--- src/rtl/alm_pkg.sv ---
// Shared types, widths and register codes of the audio level meter.
package alm_pkg;

	// Sample and channel geometry.
	localparam int SAMPLE_BITS   = 16;
	localparam int MAX_CHANNELS  = 8;
	localparam int CH_W          = 3;

	// Per-channel state widths.
	localparam int ACC_W   = 31;
	localparam int LVL_W   = 16;
	localparam int AGE_W   = 16;
	localparam int ENTRY_W = AGE_W + LVL_W + ACC_W;

	// Register widths.
	localparam int BW_W     = 14;
	localparam int RF_W     = 16;
	localparam int HF_W     = 16;
	localparam int CFG_W    = 16;
	localparam int CFG_IDX_W = 3;

	// Register indexes.
	localparam logic [CFG_IDX_W-1:0] REG_METER_MODE  = 3'd0;
	localparam logic [CFG_IDX_W-1:0] REG_BAR_WIDTH   = 3'd1;
	localparam logic [CFG_IDX_W-1:0] REG_VERTICAL    = 3'd2;
	localparam logic [CFG_IDX_W-1:0] REG_RMS_FACTOR  = 3'd3;
	localparam logic [CFG_IDX_W-1:0] REG_HOLD_FRAMES = 3'd4;

	// Register reset values.
	localparam logic [BW_W-1:0] BAR_WIDTH_RST  = 14'd400;
	localparam logic [RF_W-1:0] RMS_FACTOR_RST = 16'd14862;

	// Fixed-point constants.
	localparam logic [ACC_W-1:0] ACC_MAX  = 31'h4000_0000;
	localparam logic [LVL_W-1:0] FULL_Q15 = 16'h8000;

	typedef struct packed {
		logic [CH_W-1:0]               channel;
		logic signed [SAMPLE_BITS-1:0] sample;
		logic                          frame_end;
	} alm_in_t;

	typedef struct packed {
		logic [CH_W-1:0]  out_channel;
		logic [LVL_W-1:0] level;
		logic [BW_W-1:0]  bar_position;
		logic [BW_W-1:0]  hold_position;
		logic             hold_valid;
	} alm_out_t;

endpackage

--- src/rtl/alm_ram.sv ---
// Generic single-port-write, single-port-read RAM with a registered read.
module alm_ram import alm_pkg::*; #(
	parameter int WIDTH = ENTRY_W,
	parameter int DEPTH = MAX_CHANNELS,
	localparam int AW   = (DEPTH > 1) ? $clog2(DEPTH) : 1
) (
	input  logic             clk,
	input  logic             wr_en,
	input  logic [AW-1:0]    wr_addr,
	input  logic [WIDTH-1:0] wr_data,
	input  logic             rd_en,
	input  logic [AW-1:0]    rd_addr,
	output logic [WIDTH-1:0] rd_data
);

	logic [WIDTH-1:0] mem [DEPTH];

	always_ff @(posedge clk) begin
		if (wr_en) begin
			mem[wr_addr] <= wr_data;
		end
		if (rd_en) begin
			rd_data <= mem[rd_addr];
		end
	end

endmodule

--- src/rtl/alm_bar.sv ---
// Bar position unit: scales a Q1.15 level by the bar width, registered.
module alm_bar import alm_pkg::*; (
	input  logic             clk,
	input  logic             en,
	input  logic [LVL_W-1:0] lvl,
	input  logic [BW_W-1:0]  bar_width,
	input  logic             vertical,
	output logic [BW_W-1:0]  pos_q
);

	localparam int PROD_W = BW_W + LVL_W;

	logic [PROD_W-1:0] prod;
	logic [PROD_W-1:0] prod_up;
	logic [BW_W-1:0]   pos_d;

	always_comb begin
		prod    = PROD_W'(bar_width) * PROD_W'(lvl);
		// Round up for the vertical offset so the bar never overshoots the top.
		prod_up = prod + PROD_W'(FULL_Q15 - 16'd1);
		if (vertical) begin
			pos_d = bar_width - prod_up[15 +: BW_W];
		end else begin
			pos_d = prod[15 +: BW_W];
		end
	end

	always_ff @(posedge clk) begin
		if (en) begin
			pos_q <= pos_d;
		end
	end

endmodule

--- src/rtl/audio_level_meter_peak_hold_core.sv ---
// Top level of the per-channel audio level meter with peak hold.
//
// Usage: samples arrive as beats on the in channel (in_valid/in_ready,
// payload in_beat). Each beat carries a channel index, a signed sample and a
// frame-end mark. Level reports leave as beats on the out channel
// (out_valid/out_ready, payload out_beat), one per accepted frame-end beat of
// a channel below MAX_CHANNELS. Beats for other channels are dropped.
// Configuration is written through cfg_wr_en/cfg_index/cfg_data while the
// block is idle; unknown indexes are ignored.
// Per-channel state (accumulator, held level, hold age) lives in one RAM
// with a registered read; each beat does a read, two multiply stages and a
// write-back, one beat at a time, so there is no overlap on an entry.
// A beat without frame end runs through the read-modify-write sequence of
// the state RAM; a frame-end beat also passes the bar scaling stage and
// the emit state. A dropped beat is taken while idle and leaves it idle.
// The report sits in an output register; while the receiver stalls, the
// block finishes the next beat up to its write-back and waits only when a
// further report has to be loaded.
// Reset: registers take their reset values and a valid bit per channel makes
// every RAM entry read as zero until it is first written; no clearing pass.
module audio_level_meter_peak_hold_core import alm_pkg::*; #(
	parameter int MAX_CH = MAX_CHANNELS
) (
	input  logic                 clk,
	input  logic                 arst_n,
	input  logic                 in_valid,
	output logic                 in_ready,
	input  alm_in_t              in_beat,
	output logic                 out_valid,
	input  logic                 out_ready,
	output alm_out_t             out_beat,
	input  logic                 cfg_wr_en,
	input  logic [CFG_IDX_W-1:0] cfg_index,
	input  logic [CFG_W-1:0]     cfg_data
);

	localparam int AW     = (MAX_CH > 1) ? $clog2(MAX_CH) : 1;
	localparam int CHX_W  = AW + CH_W;
	localparam int MAG_W  = SAMPLE_BITS;
	localparam int SQF_W  = 2 * SAMPLE_BITS;
	localparam int SQ_R   = (2 * SAMPLE_BITS >= 32) ? 2 * SAMPLE_BITS - 32 : 0;
	localparam int SQ_L   = (2 * SAMPLE_BITS >= 32) ? 0 : 32 - 2 * SAMPLE_BITS;
	localparam int MUL_W  = ACC_W + RF_W;

	// One-hot sequencer through the read-modify-write of one beat.
	typedef enum logic [5:0] {
		ST_IDLE = 6'b000001,
		ST_READ = 6'b000010,
		ST_MUL  = 6'b000100,
		ST_UPD  = 6'b001000,
		ST_BAR  = 6'b010000,
		ST_EMIT = 6'b100000
	} alm_state_t;

	alm_state_t state_q, state_d;

	// Configuration registers.
	logic            meter_mode_q;
	logic [BW_W-1:0] bar_width_q;
	logic            vertical_q;
	logic [RF_W-1:0] rms_factor_q;
	logic [HF_W-1:0] hold_frames_q;

	// Beat held for the duration of its processing.
	logic [CH_W-1:0]               ch_q;
	logic [AW-1:0]                 addr_q;
	logic signed [SAMPLE_BITS-1:0] sample_q;
	logic                          fe_q;
	logic                          entry_valid_q;
	logic [MAX_CH-1:0]             valid_q;

	// Stage registers.
	logic [ACC_W-1:0] acc_s1, pk_s1, sq_s1;
	logic [LVL_W-1:0] held_s1;
	logic [AGE_W-1:0] age_s1;
	logic [MUL_W-1:0] prod_s2;
	logic             ge_s2;
	logic [LVL_W-1:0] lvl_s3, held_s3;

	logic     out_valid_q;
	alm_out_t out_beat_q;

	// Input side.
	logic             in_acc;
	logic [CHX_W-1:0] ch_ext;
	logic             in_range;
	logic [AW-1:0]    in_addr;

	// RAM.
	logic               ram_we;
	logic [ENTRY_W-1:0] ram_wdata, ram_rdata, entry;

	// Read-stage arithmetic.
	logic [MAG_W-1:0] mag;
	logic [SQF_W-1:0] sq_full;
	logic [63:0]      sq_wide;

	// Multiply-stage arithmetic.
	logic [ACC_W-1:0] diff;
	logic             ge;

	// Update-stage arithmetic.
	logic [ACC_W:0]   acc_ms;
	logic [ACC_W:0]   acc_sel;
	logic [ACC_W-1:0] acc_new, acc_wr;
	logic [LVL_W-1:0] lvl;
	logic             hold_en, take;
	logic [LVL_W-1:0] held_new;
	logic [AGE_W-1:0] age_new;
	logic [MUL_W-1:0] prod_up;

	// Output side.
	logic [BW_W-1:0] bar_pos, hold_bar;
	logic [BW_W-1:0] hold_pos;
	logic            out_load;

	assign in_ready = (state_q == ST_IDLE);
	assign in_acc   = in_valid && in_ready;
	assign ch_ext   = CHX_W'(in_beat.channel);
	assign in_range = ch_ext < CHX_W'(MAX_CH);
	assign in_addr  = ch_ext[AW-1:0];
	assign hold_en  = (hold_frames_q != '0);

	// Configuration writes.
	always_ff @(posedge clk or negedge arst_n) begin
		if (!arst_n) begin
			meter_mode_q  <= 1'b0;
			bar_width_q   <= BAR_WIDTH_RST;
			vertical_q    <= 1'b0;
			rms_factor_q  <= RMS_FACTOR_RST;
			hold_frames_q <= '0;
		end else if (cfg_wr_en) begin
			case (cfg_index)
				REG_METER_MODE:  meter_mode_q  <= cfg_data[0];
				REG_BAR_WIDTH:   bar_width_q   <= cfg_data[BW_W-1:0];
				REG_VERTICAL:    vertical_q    <= cfg_data[0];
				REG_RMS_FACTOR:  rms_factor_q  <= cfg_data[RF_W-1:0];
				REG_HOLD_FRAMES: hold_frames_q <= cfg_data[HF_W-1:0];
				default: ;
			endcase
		end
	end

	// Sequencer.
	always_comb begin
		state_d = state_q;
		case (state_q)
			ST_IDLE: begin
				if (in_acc && in_range) begin
					state_d = ST_READ;
				end
			end
			ST_READ: state_d = ST_MUL;
			ST_MUL:  state_d = ST_UPD;
			ST_UPD:  state_d = fe_q ? ST_BAR : ST_IDLE;
			ST_BAR:  state_d = ST_EMIT;
			ST_EMIT: begin
				if (out_load) begin
					state_d = ST_IDLE;
				end
			end
			default: state_d = ST_IDLE;
		endcase
	end

	always_ff @(posedge clk or negedge arst_n) begin
		if (!arst_n) begin
			state_q <= ST_IDLE;
		end else begin
			state_q <= state_d;
		end
	end

	// Capture the beat; the valid bit of its entry is sampled with the read.
	always_ff @(posedge clk) begin
		if (in_acc) begin
			ch_q          <= in_beat.channel;
			addr_q        <= in_addr;
			sample_q      <= in_beat.sample;
			fe_q          <= in_beat.frame_end;
			entry_valid_q <= valid_q[in_addr];
		end
	end

	// An entry that was never written reads as all zero.
	always_ff @(posedge clk or negedge arst_n) begin
		if (!arst_n) begin
			valid_q <= '0;
		end else if (ram_we) begin
			valid_q[addr_q] <= 1'b1;
		end
	end

	alm_ram #(
		.WIDTH(ENTRY_W),
		.DEPTH(MAX_CH)
	) u_state_ram (
		.clk    (clk),
		.wr_en  (ram_we),
		.wr_addr(addr_q),
		.wr_data(ram_wdata),
		.rd_en  (in_acc),
		.rd_addr(in_addr),
		.rd_data(ram_rdata)
	);

	// Read stage: unpack the entry, take the magnitude and square it.
	always_comb begin
		entry   = entry_valid_q ? ram_rdata : '0;
		mag     = sample_q[SAMPLE_BITS-1] ? (~sample_q + 1'b1) : sample_q;
		sq_full = SQF_W'(mag) * SQF_W'(mag);
		sq_wide = (64'(sq_full) >> SQ_R) << SQ_L;
	end

	always_ff @(posedge clk) begin
		if (state_q == ST_READ) begin
			acc_s1  <= entry[ACC_W-1:0];
			held_s1 <= entry[ACC_W +: LVL_W];
			age_s1  <= entry[ACC_W + LVL_W +: AGE_W];
			pk_s1   <= ACC_W'(mag) << (ACC_W - SAMPLE_BITS);
			sq_s1   <= sq_wide[ACC_W-1:0];
		end
	end

	// Multiply stage: weight the distance to the new square.
	always_comb begin
		ge   = (sq_s1 >= acc_s1);
		diff = ge ? (sq_s1 - acc_s1) : (acc_s1 - sq_s1);
	end

	always_ff @(posedge clk) begin
		if (state_q == ST_MUL) begin
			prod_s2 <= MUL_W'(diff) * MUL_W'(rms_factor_q);
			ge_s2   <= ge;
		end
	end

	// Update stage: new accumulator, level and hold state, then write back.
	always_comb begin
		// A falling average rounds its step up, so the floor is toward minus infinity.
		prod_up = prod_s2 + MUL_W'(17'h0FFFF);
		if (ge_s2) begin
			acc_ms = (ACC_W + 1)'(acc_s1) + (ACC_W + 1)'(prod_s2 >> 16);
		end else begin
			acc_ms = (ACC_W + 1)'(acc_s1) - (ACC_W + 1)'(prod_up >> 16);
		end
		if (meter_mode_q) begin
			acc_sel = acc_ms;
		end else begin
			acc_sel = (ACC_W + 1)'((pk_s1 > acc_s1) ? pk_s1 : acc_s1);
		end
		acc_new = (acc_sel > (ACC_W + 1)'(ACC_MAX)) ? ACC_MAX : acc_sel[ACC_W-1:0];
		lvl     = acc_new[15 +: LVL_W];
		if (lvl > FULL_Q15) begin
			lvl = FULL_Q15;
		end

		take     = (lvl >= held_s1) || (age_s1 >= hold_frames_q);
		held_new = held_s1;
		age_new  = age_s1;
		if (fe_q && hold_en) begin
			if (take) begin
				held_new = lvl;
				age_new  = '0;
			end else begin
				age_new = age_s1 + 1'b1;
			end
		end

		// Peak mode starts a fresh frame after each report.
		acc_wr    = (fe_q && !meter_mode_q) ? '0 : acc_new;
		ram_we    = (state_q == ST_UPD);
		ram_wdata = {age_new, held_new, acc_wr};
	end

	always_ff @(posedge clk) begin
		if (state_q == ST_UPD) begin
			lvl_s3  <= lvl;
			held_s3 <= held_new;
		end
	end

	alm_bar u_level_bar (
		.clk      (clk),
		.en       (state_q == ST_BAR),
		.lvl      (lvl_s3),
		.bar_width(bar_width_q),
		.vertical (vertical_q),
		.pos_q    (bar_pos)
	);

	alm_bar u_hold_bar (
		.clk      (clk),
		.en       (state_q == ST_BAR),
		.lvl      (held_s3),
		.bar_width(bar_width_q),
		.vertical (vertical_q),
		.pos_q    (hold_bar)
	);

	// The hold marker sits one pixel below the held position, never below zero.
	assign hold_pos = (hold_bar != '0) ? (hold_bar - 1'b1) : '0;
	assign out_load = (state_q == ST_EMIT) && (!out_valid_q || out_ready);

	always_ff @(posedge clk or negedge arst_n) begin
		if (!arst_n) begin
			out_valid_q <= 1'b0;
		end else if (out_load) begin
			out_valid_q <= 1'b1;
		end else if (out_ready) begin
			out_valid_q <= 1'b0;
		end
	end

	always_ff @(posedge clk) begin
		if (out_load) begin
			out_beat_q.out_channel   <= ch_q;
			out_beat_q.level         <= lvl_s3;
			out_beat_q.bar_position  <= bar_pos;
			out_beat_q.hold_position <= hold_en ? hold_pos : '0;
			out_beat_q.hold_valid    <= hold_en;
		end
	end

	assign out_valid = out_valid_q;
	assign out_beat  = out_beat_q;

endmodule

--- config.mk ---
export PLATFORM = sky130hd
export DESIGN_NAME = audio_level_meter_peak_hold_core
export DESIGN_NICKNAME = d
export VERILOG_FILES = /design/src/rtl/alm_pkg.sv /design/src/rtl/alm_ram.sv /design/src/rtl/alm_bar.sv /design/src/rtl/audio_level_meter_peak_hold_core.sv
export SDC_FILE = /design/constraint.sdc
export NUM_CORES = 2
export LEC_CHECK = 0
export ABC_AREA = 1
export BUFFER_PORTS_ARGS = -buffer_cell sky130_fd_sc_hd__buf_2
export CAP_MARGIN = 20
export CELL_PAD_IN_SITES_DETAIL_PLACEMENT = 1
export CELL_PAD_IN_SITES_GLOBAL_PLACEMENT = 2
export CORE_MARGIN = 1.5
export CORE_UTILIZATION = 41
export DETAILED_ROUTE_END_ITERATION = 8
export GPL_TIMING_DRIVEN = 0
export PLACE_DENSITY = 0.93
export SLEW_MARGIN = 40
export SYNTH_ARGS = -nofsm -noshare
export SYNTH_HDL_FRONTEND = slang
export SYNTH_HIERARCHICAL = 1
export SYNTH_SLANG_ARGS = --single-unit
--- constraint.sdc ---
create_clock -name clk -period 12.7 [get_ports clk]
set_input_delay 2.54 -clock clk [delete_from_list [all_inputs] [get_ports clk]]
set_output_delay 2.54 -clock clk [all_outputs]
set_load 0.02 [all_outputs]
=== Word level (Yosys, flattened, before mapping) ===
Memory sizes are Yosys's and may differ from the RTL's. A register that Yosys moved wholly into a read port is not among the register bits.
Cells that the tools add are included.

* Register bits after elaboration: 350
* Latch bits: 0
* Memory bits (writable): 504
* ROM bits: 0
* Bits of input ports: 44
* Output and inout bits: 50
* Logic and storage cells: 116
* Memories: 1

{| class="wikitable"
|+ Memories
! memory !! depth !! bits a word !! read ports !! clocked after Yosys merged registers in !! wr ports !! line !! text
|-
| u_state_ram.mem || 8 || 63 || 1 || 1 || 1 || alm_ram.sv:16 || <nowiki>logic [WIDTH-1:0] mem [DEPTH];</nowiki>
|}

* $add $sub $neg: 12
* $mul: 4
* Div/mod/pow operators: 0
* $lt $le $gt $ge: 10
* Equality and inequality tests: 12
* Shift-type cells: 0
* Muxes and demuxes: 26
* Bitwise gates (word level): 2
* Reduce and logical (&&, ||, !) cells: 21

{| class="wikitable"
|+ Operator list
! operator !! number
|-
| 2-to-1 mux 31 bit || 4
|-
| 2-to-1 mux 16 bit || 6
|-
| 2-to-1 mux 32 bit || 2
|-
| subtractor 31 bit || 2
|-
| adder 29 x 15 -> 29 bit (second input constant) || 2
|-
| multiplier 14 x 16 -> 29 bit || 2
|-
| adder 47 x 16 -> 47 bit (second input constant) || 1
|-
| multiplier 31 x 16 -> 47 bit || 1
|-
| one-hot mux 6 bit (6 select lines) || 1
|-
| adder 16 x 1 -> 16 bit (second input constant) || 2
|-
| adder 31 x 31 -> 32 bit || 1
|-
| >= comparator 16 bit || 2
|-
| greater-than comparator 32 x 31 -> 1 bit (second input constant) || 1
|-
| subtractor 31 x 31 -> 32 bit || 1
|-
| >= comparator 31 bit || 1
|-
| greater-than comparator 31 bit || 1
|-
| multiplier 16 x 16 -> 31 bit || 1
|-
| 2-to-1 mux 14 bit || 2
|-
| subtractor 14 bit || 2
|-
| greater-than comparator 16 bit (second input constant) || 1
|-
| inverter 16 bit || 1
|-
| nonzero test 16 bit || 1
|-
| AND reduction 2 bit || 7
|-
| nonzero test 14 bit || 1
|-
| 25 further kinds || 41
|}

=== Logic depth before layout (Yosys ltp) ===
* Depth in word-level cells: 12
* Mapped depth: 54
* Depth with buffers taken out: 53

=== Cells and area by module ===
The synthesis kept the hierarchy.

{| class="wikitable"
|+ By module, submodules not included
! module !! instances !! cells each !! area each (um2) !! sequential area each (um2)
|-
| audio_level_meter_peak_hold_core || 1 || 5601 || 44254.9 || 9307.7
|-
| alm_ram || 1 || 2257 || 23871.6 || 17026.3
|-
| alm_bar || 2 || 1446 || 9863.2 || 420.4
|}

=== Worst setup path after synthesis ===
Ideal clock, no wire load.

* Path kind: register to register
* From: reg state_q[5]
* To: reg acc_s1[0] (enable)
* Library setup time: 0.843 ns
* Arrival time: 10.893 ns
* Required time: 11.857 ns
* Path slack: 0.964 ns
* Stages on the path, launching flop included: 4
* Path buffers: 0
* Clock period less this slack: 11.736 ns
* Cell sequence: dfrtp_1 > nor2_1 > inv_1 > nor4_1

* Word-level cells in the longest chain between the ends: 1

{| class="wikitable"
|+ Ends and longest elaborated chain
! what !! line !! text
|-
| start: declaration || audio_level_meter_peak_hold_core.sv:55 || <nowiki>alm_state_t state_q, state_d;</nowiki>
|-
| start signal: assignment || audio_level_meter_peak_hold_core.sv:170 || <nowiki>state_q <= state_d;</nowiki>
|-
| equality test 6 x 2 -> 1 bit || audio_level_meter_peak_hold_core.sv:216 || <nowiki>if (state_q == ST_READ) begin</nowiki>
|-
| end signal: assignment || audio_level_meter_peak_hold_core.sv:217 || <nowiki>acc_s1 <= entry[ACC_W-1:0];</nowiki>
|-
| end: declaration || audio_level_meter_peak_hold_core.sv:73 || <nowiki>logic [ACC_W-1:0] acc_s1, pk_s1, sq_s1;</nowiki>
|}

Every way passes these cells.
A chain may end at the register's enable or synchronous reset.

=== Worst setup path in the final report ===
* From: reg acc_s1[2]
* To: reg prod_s2[45] (data pin)

* Word-level cells in the longest chain between the ends: 3
* Elaborated cells between the ends (all ways): 5
* Those cells by class: add/sub: 2; mul: 1; order compare: 1; mux: 1

{| class="wikitable"
|+ Ends and longest elaborated chain
! what !! line !! text
|-
| subtractor 31 bit or >= comparator 31 bit (tied branches) || audio_level_meter_peak_hold_core.sv:228, audio_level_meter_peak_hold_core.sv:227 ||
|-
| 2-to-1 mux 31 bit * || audio_level_meter_peak_hold_core.sv:228 || <nowiki>diff = ge ? (sq_s1 - acc_s1) : (acc_s1 - sq_s1);</nowiki>
|-
| multiplier 31 x 16 -> 47 bit * || audio_level_meter_peak_hold_core.sv:233 || <nowiki>prod_s2 <= MUL_W'(diff) * MUL_W'(rms_factor_q);</nowiki>
|-
| end signal: assignment || audio_level_meter_peak_hold_core.sv:233 ||
|-
| end: declaration || audio_level_meter_peak_hold_core.sv:76 || <nowiki>logic [MUL_W-1:0] prod_s2;</nowiki>
|}

Every way passes the cells marked *; elsewhere a longest branch is shown, timed or not.

==> flow_metrics.tcl <==
set metrics [dict create \
    outcome "finished, final reports clean" \
    dieWidth_um 465.9 \
    post_synth_num_cell_types 70 \
    core-area_um2 212500 \
    rsz0062_at_grt "false" \
    maxSlewViolCount 0 \
    finalCritPeriodShare 0.8438 \
    portBuffers 93 \
    period_needed_ns 10.72 \
    numClockSinks 915 \
    yosys.area.top_type "edfxtp_1" \
    fmax_ghz 0.09332 \
    fillers 25650 \
    syn-cell-area_um2 87850 \
    dieArea_um2 217100 \
    avgViaCountPerCell 5.208 \
    final_area_um2 96510 \
    clockRootBuffer "clkbuf_16" \
    final_nets 12540 \
    crit_fanout 10 \
    placed_area_um2 93070 \
    synth_seq_cells 915 \
    hold_viol_final 0 \
    cts_tree "done" \
    layout-drive-gt1-share 0.06238 \
    dr.first_iter.drc_count 4719 \
    syn_area_per_cell_um2 8.172 \
    post_cts_buffers 0 \
    ys.warnings.count 6 \
    synth_top_area_share 0.2912 \
    cp_slowest_stage_delay_ns 0.59 \
    firstDrtPassIters 5 \
    drv_cap 0 \
    grt_pass1_wl_um 470300 \
    arrival_ns 11.17 \
    fin_skew_ns 0.06352 \
    crit_top_cell "nand2_1" \
    ant_nets 0 \
    startpoint_type "register" \
    clk_pin_slew_ns 0.07 \
    cts.repair.resized 0 \
    synth_area_leaders "edfxtp_1 (29%), fa_1 (20%), nand2_1 (13%)" \
    synthCells 10750 \
    h-tree-depth 3 \
    dp_cells 13760 \
    crit_type "reg2reg" \
    cp-end-kind "register" \
    clk_path_buf_depth 3 \
    worstPathRequired_ns 13.15 \
    drt-wirelength-per-cell_um 22.02 \
    gp_congestion 0.9609 \
    synth_edf_count 852 \
    grtUsageTotal 0.2837 \
    relSlewSlack 0.3877 \
    area_growth_pct 9.850 \
    setup-violations-final 0 \
    num_io_pins 94 \
    reg2reg_slack_ns 1.98 \
    grt_pass1_vias 80200 \
    synthMostInstantiatedCell "nand2_1" \
    fin_util 0.4541 \
    drt-total-wl_um 307100 \
    min_path_type "reg2reg" \
    gr-total-overflow 0 \
    synthFlopType "edfxtp_1" \
    synthArstFlopShare 0.06885 \
    tightest_slew_ns 0.9185 \
    cts_buffers 102 \
    cpMaxStageDelayCell "edfxtp_1" \
    antenna_found_initial 6 \
    dp_hpwl_um 250900 \
    finalNonFillerCells 13950 \
    drc 0 \
    vias 72660 \
    synth_common_cells "nand2_1 (3003), inv_1 (2508), fa_1 (899), edfxtp_1 (852), nor2_1 (691)" \
    grt_max_degree 64 \
    yosysSeqAreaShare 0.3093 \
    setup-tns-final_ns 0 \
    rows 169 \
    start_util 0.4134 \
    die_h_um 465.9 \
    clkLatencyLatePin_ns 0.76 \
    ctsHoldBuffers 0 \
]
registers in the layout (all words and copies together) (netlist names), 3 cells and up:
signal	cells
lvl_s3	16
held_s3	16
u_state_ram/rd_data	63
u_level_bar/pos_q	14
sq_s1	30
valid_q	8
held_s1	16
rms_factor_q	16
state_q	6
prod_s2	47
bar_width_q	14
u_state_ram/mem	504
u_hold_bar/pos_q	14
pk_s1	15
hold_frames_q	16
acc_s1	31
sample_q	16
age_s1	16
out_beat	48
addr_q	3
layout by cell type (no fill, tap or decap), drive strengths merged, types with 7 or more instances in the layout:
master	instances
xnor2	56
edfxtp	852
conb	12
xor2	122
o21a	12
clkinv	58
fa	899
buf	300
nand3	526
nor2	750
and2	7
dfstp	11
or2	15
nor4	21
clkbuf	323
o211ai	14
nor3	54
a21o	20
o2111ai	7
ha	562
dfrtp	52
nand2	3064
nand3b	28
o21ai	283
a21boi	7
bufinv	11
a21oi	328
a31oi	24
o21bai	16
nand4	73
inv	2566
o22ai	7
area by class of cell:
cell class	instances	area [um2]	area share
Antenna cell	3	7.507	0.00007779
Buffer	326	1521	0.01577
Clock buffer	122	2638	0.02733
Clock inverter	69	767.0	0.007948
Inverter	2570	9654	0.1000
Multi-Input combinational cell	6949	49700	0.5150
Sequential cell	915	27170	0.2816
Tap cell	2821	3530	0.03657
Timing Repair Buffer	175	1516	0.01571
cells by family (layout without fill, tap and decap cells):
group,Yosys count,in the layout,share of synthesized area
AND/OR/NAND/NOR,4546,4546,0.2134
buffers and inverters,2896,3262,0.1271
adder cells (fa/ha/maj),1461,1461,0.2849
flip-flops,915,915,0.3093
AO/OA/AOI/OAI,752,752,0.04740
XOR/XNOR,178,178,0.01775
other,2,15,0.00008548
routing by layer:
metal / global-route usage / vias up / part of all wire
met5: 0 / - / 0.000042
met4: 0.1195 / 2 / 0.047
met3: 0.03510 / 597 / 0.050
met2: 0.5052 / 1926 / 0.50
met1: 0.3445 / 36850 / 0.40
li1: - / 33280 / -
critical path, delay by kind of cell, from the launching register on:
kind	cells	cell delay [ns]
buffers and inverters	10	1.49
AOI/OAI and AO/OA	11	2.57
and+or+nand+nor	13	1.65
xor gates and xnor gates	1	0.11
adders and majority gates	8	3.92
DFF	1	0.59
path summary, 6_finish.rpt:
| kind | from | to | cells past startpoint |
|---|---|---|---|
| worst min register to register | u_level_bar/pos_q[1] | out_beat[16] | 0 |
| worst max-delay path | acc_s1[2] | prod_s2[45] | 43 |
| worst min-delay path | u_level_bar/pos_q[1] | out_beat[16] | 0 |
| worst max register to register | acc_s1[2] | prod_s2[45] | 43 |
| min in group asynchronous | arst_n | state_q[3] | 1 |
| max in group asynchronous | arst_n | bar_width_q[13] | 1 |
stage by stage:
step / setup WS [ns] / hold WS [ns]
5_1_grt: 1.347 / 0.4386
2_1_floorplan: 0.9643 / 0.4003
3_3_place_gp: -5.510 / 0.4054
4_1_cts: 2.089 / 0.4223
6_report: 1.984 / 0.4198
3_5_place_dp: 2.178 / 0.4083
Power is left out: the tool's default activity adds up to more than one toggle a clock period on the data nets, which glitch-free logic cannot reach.
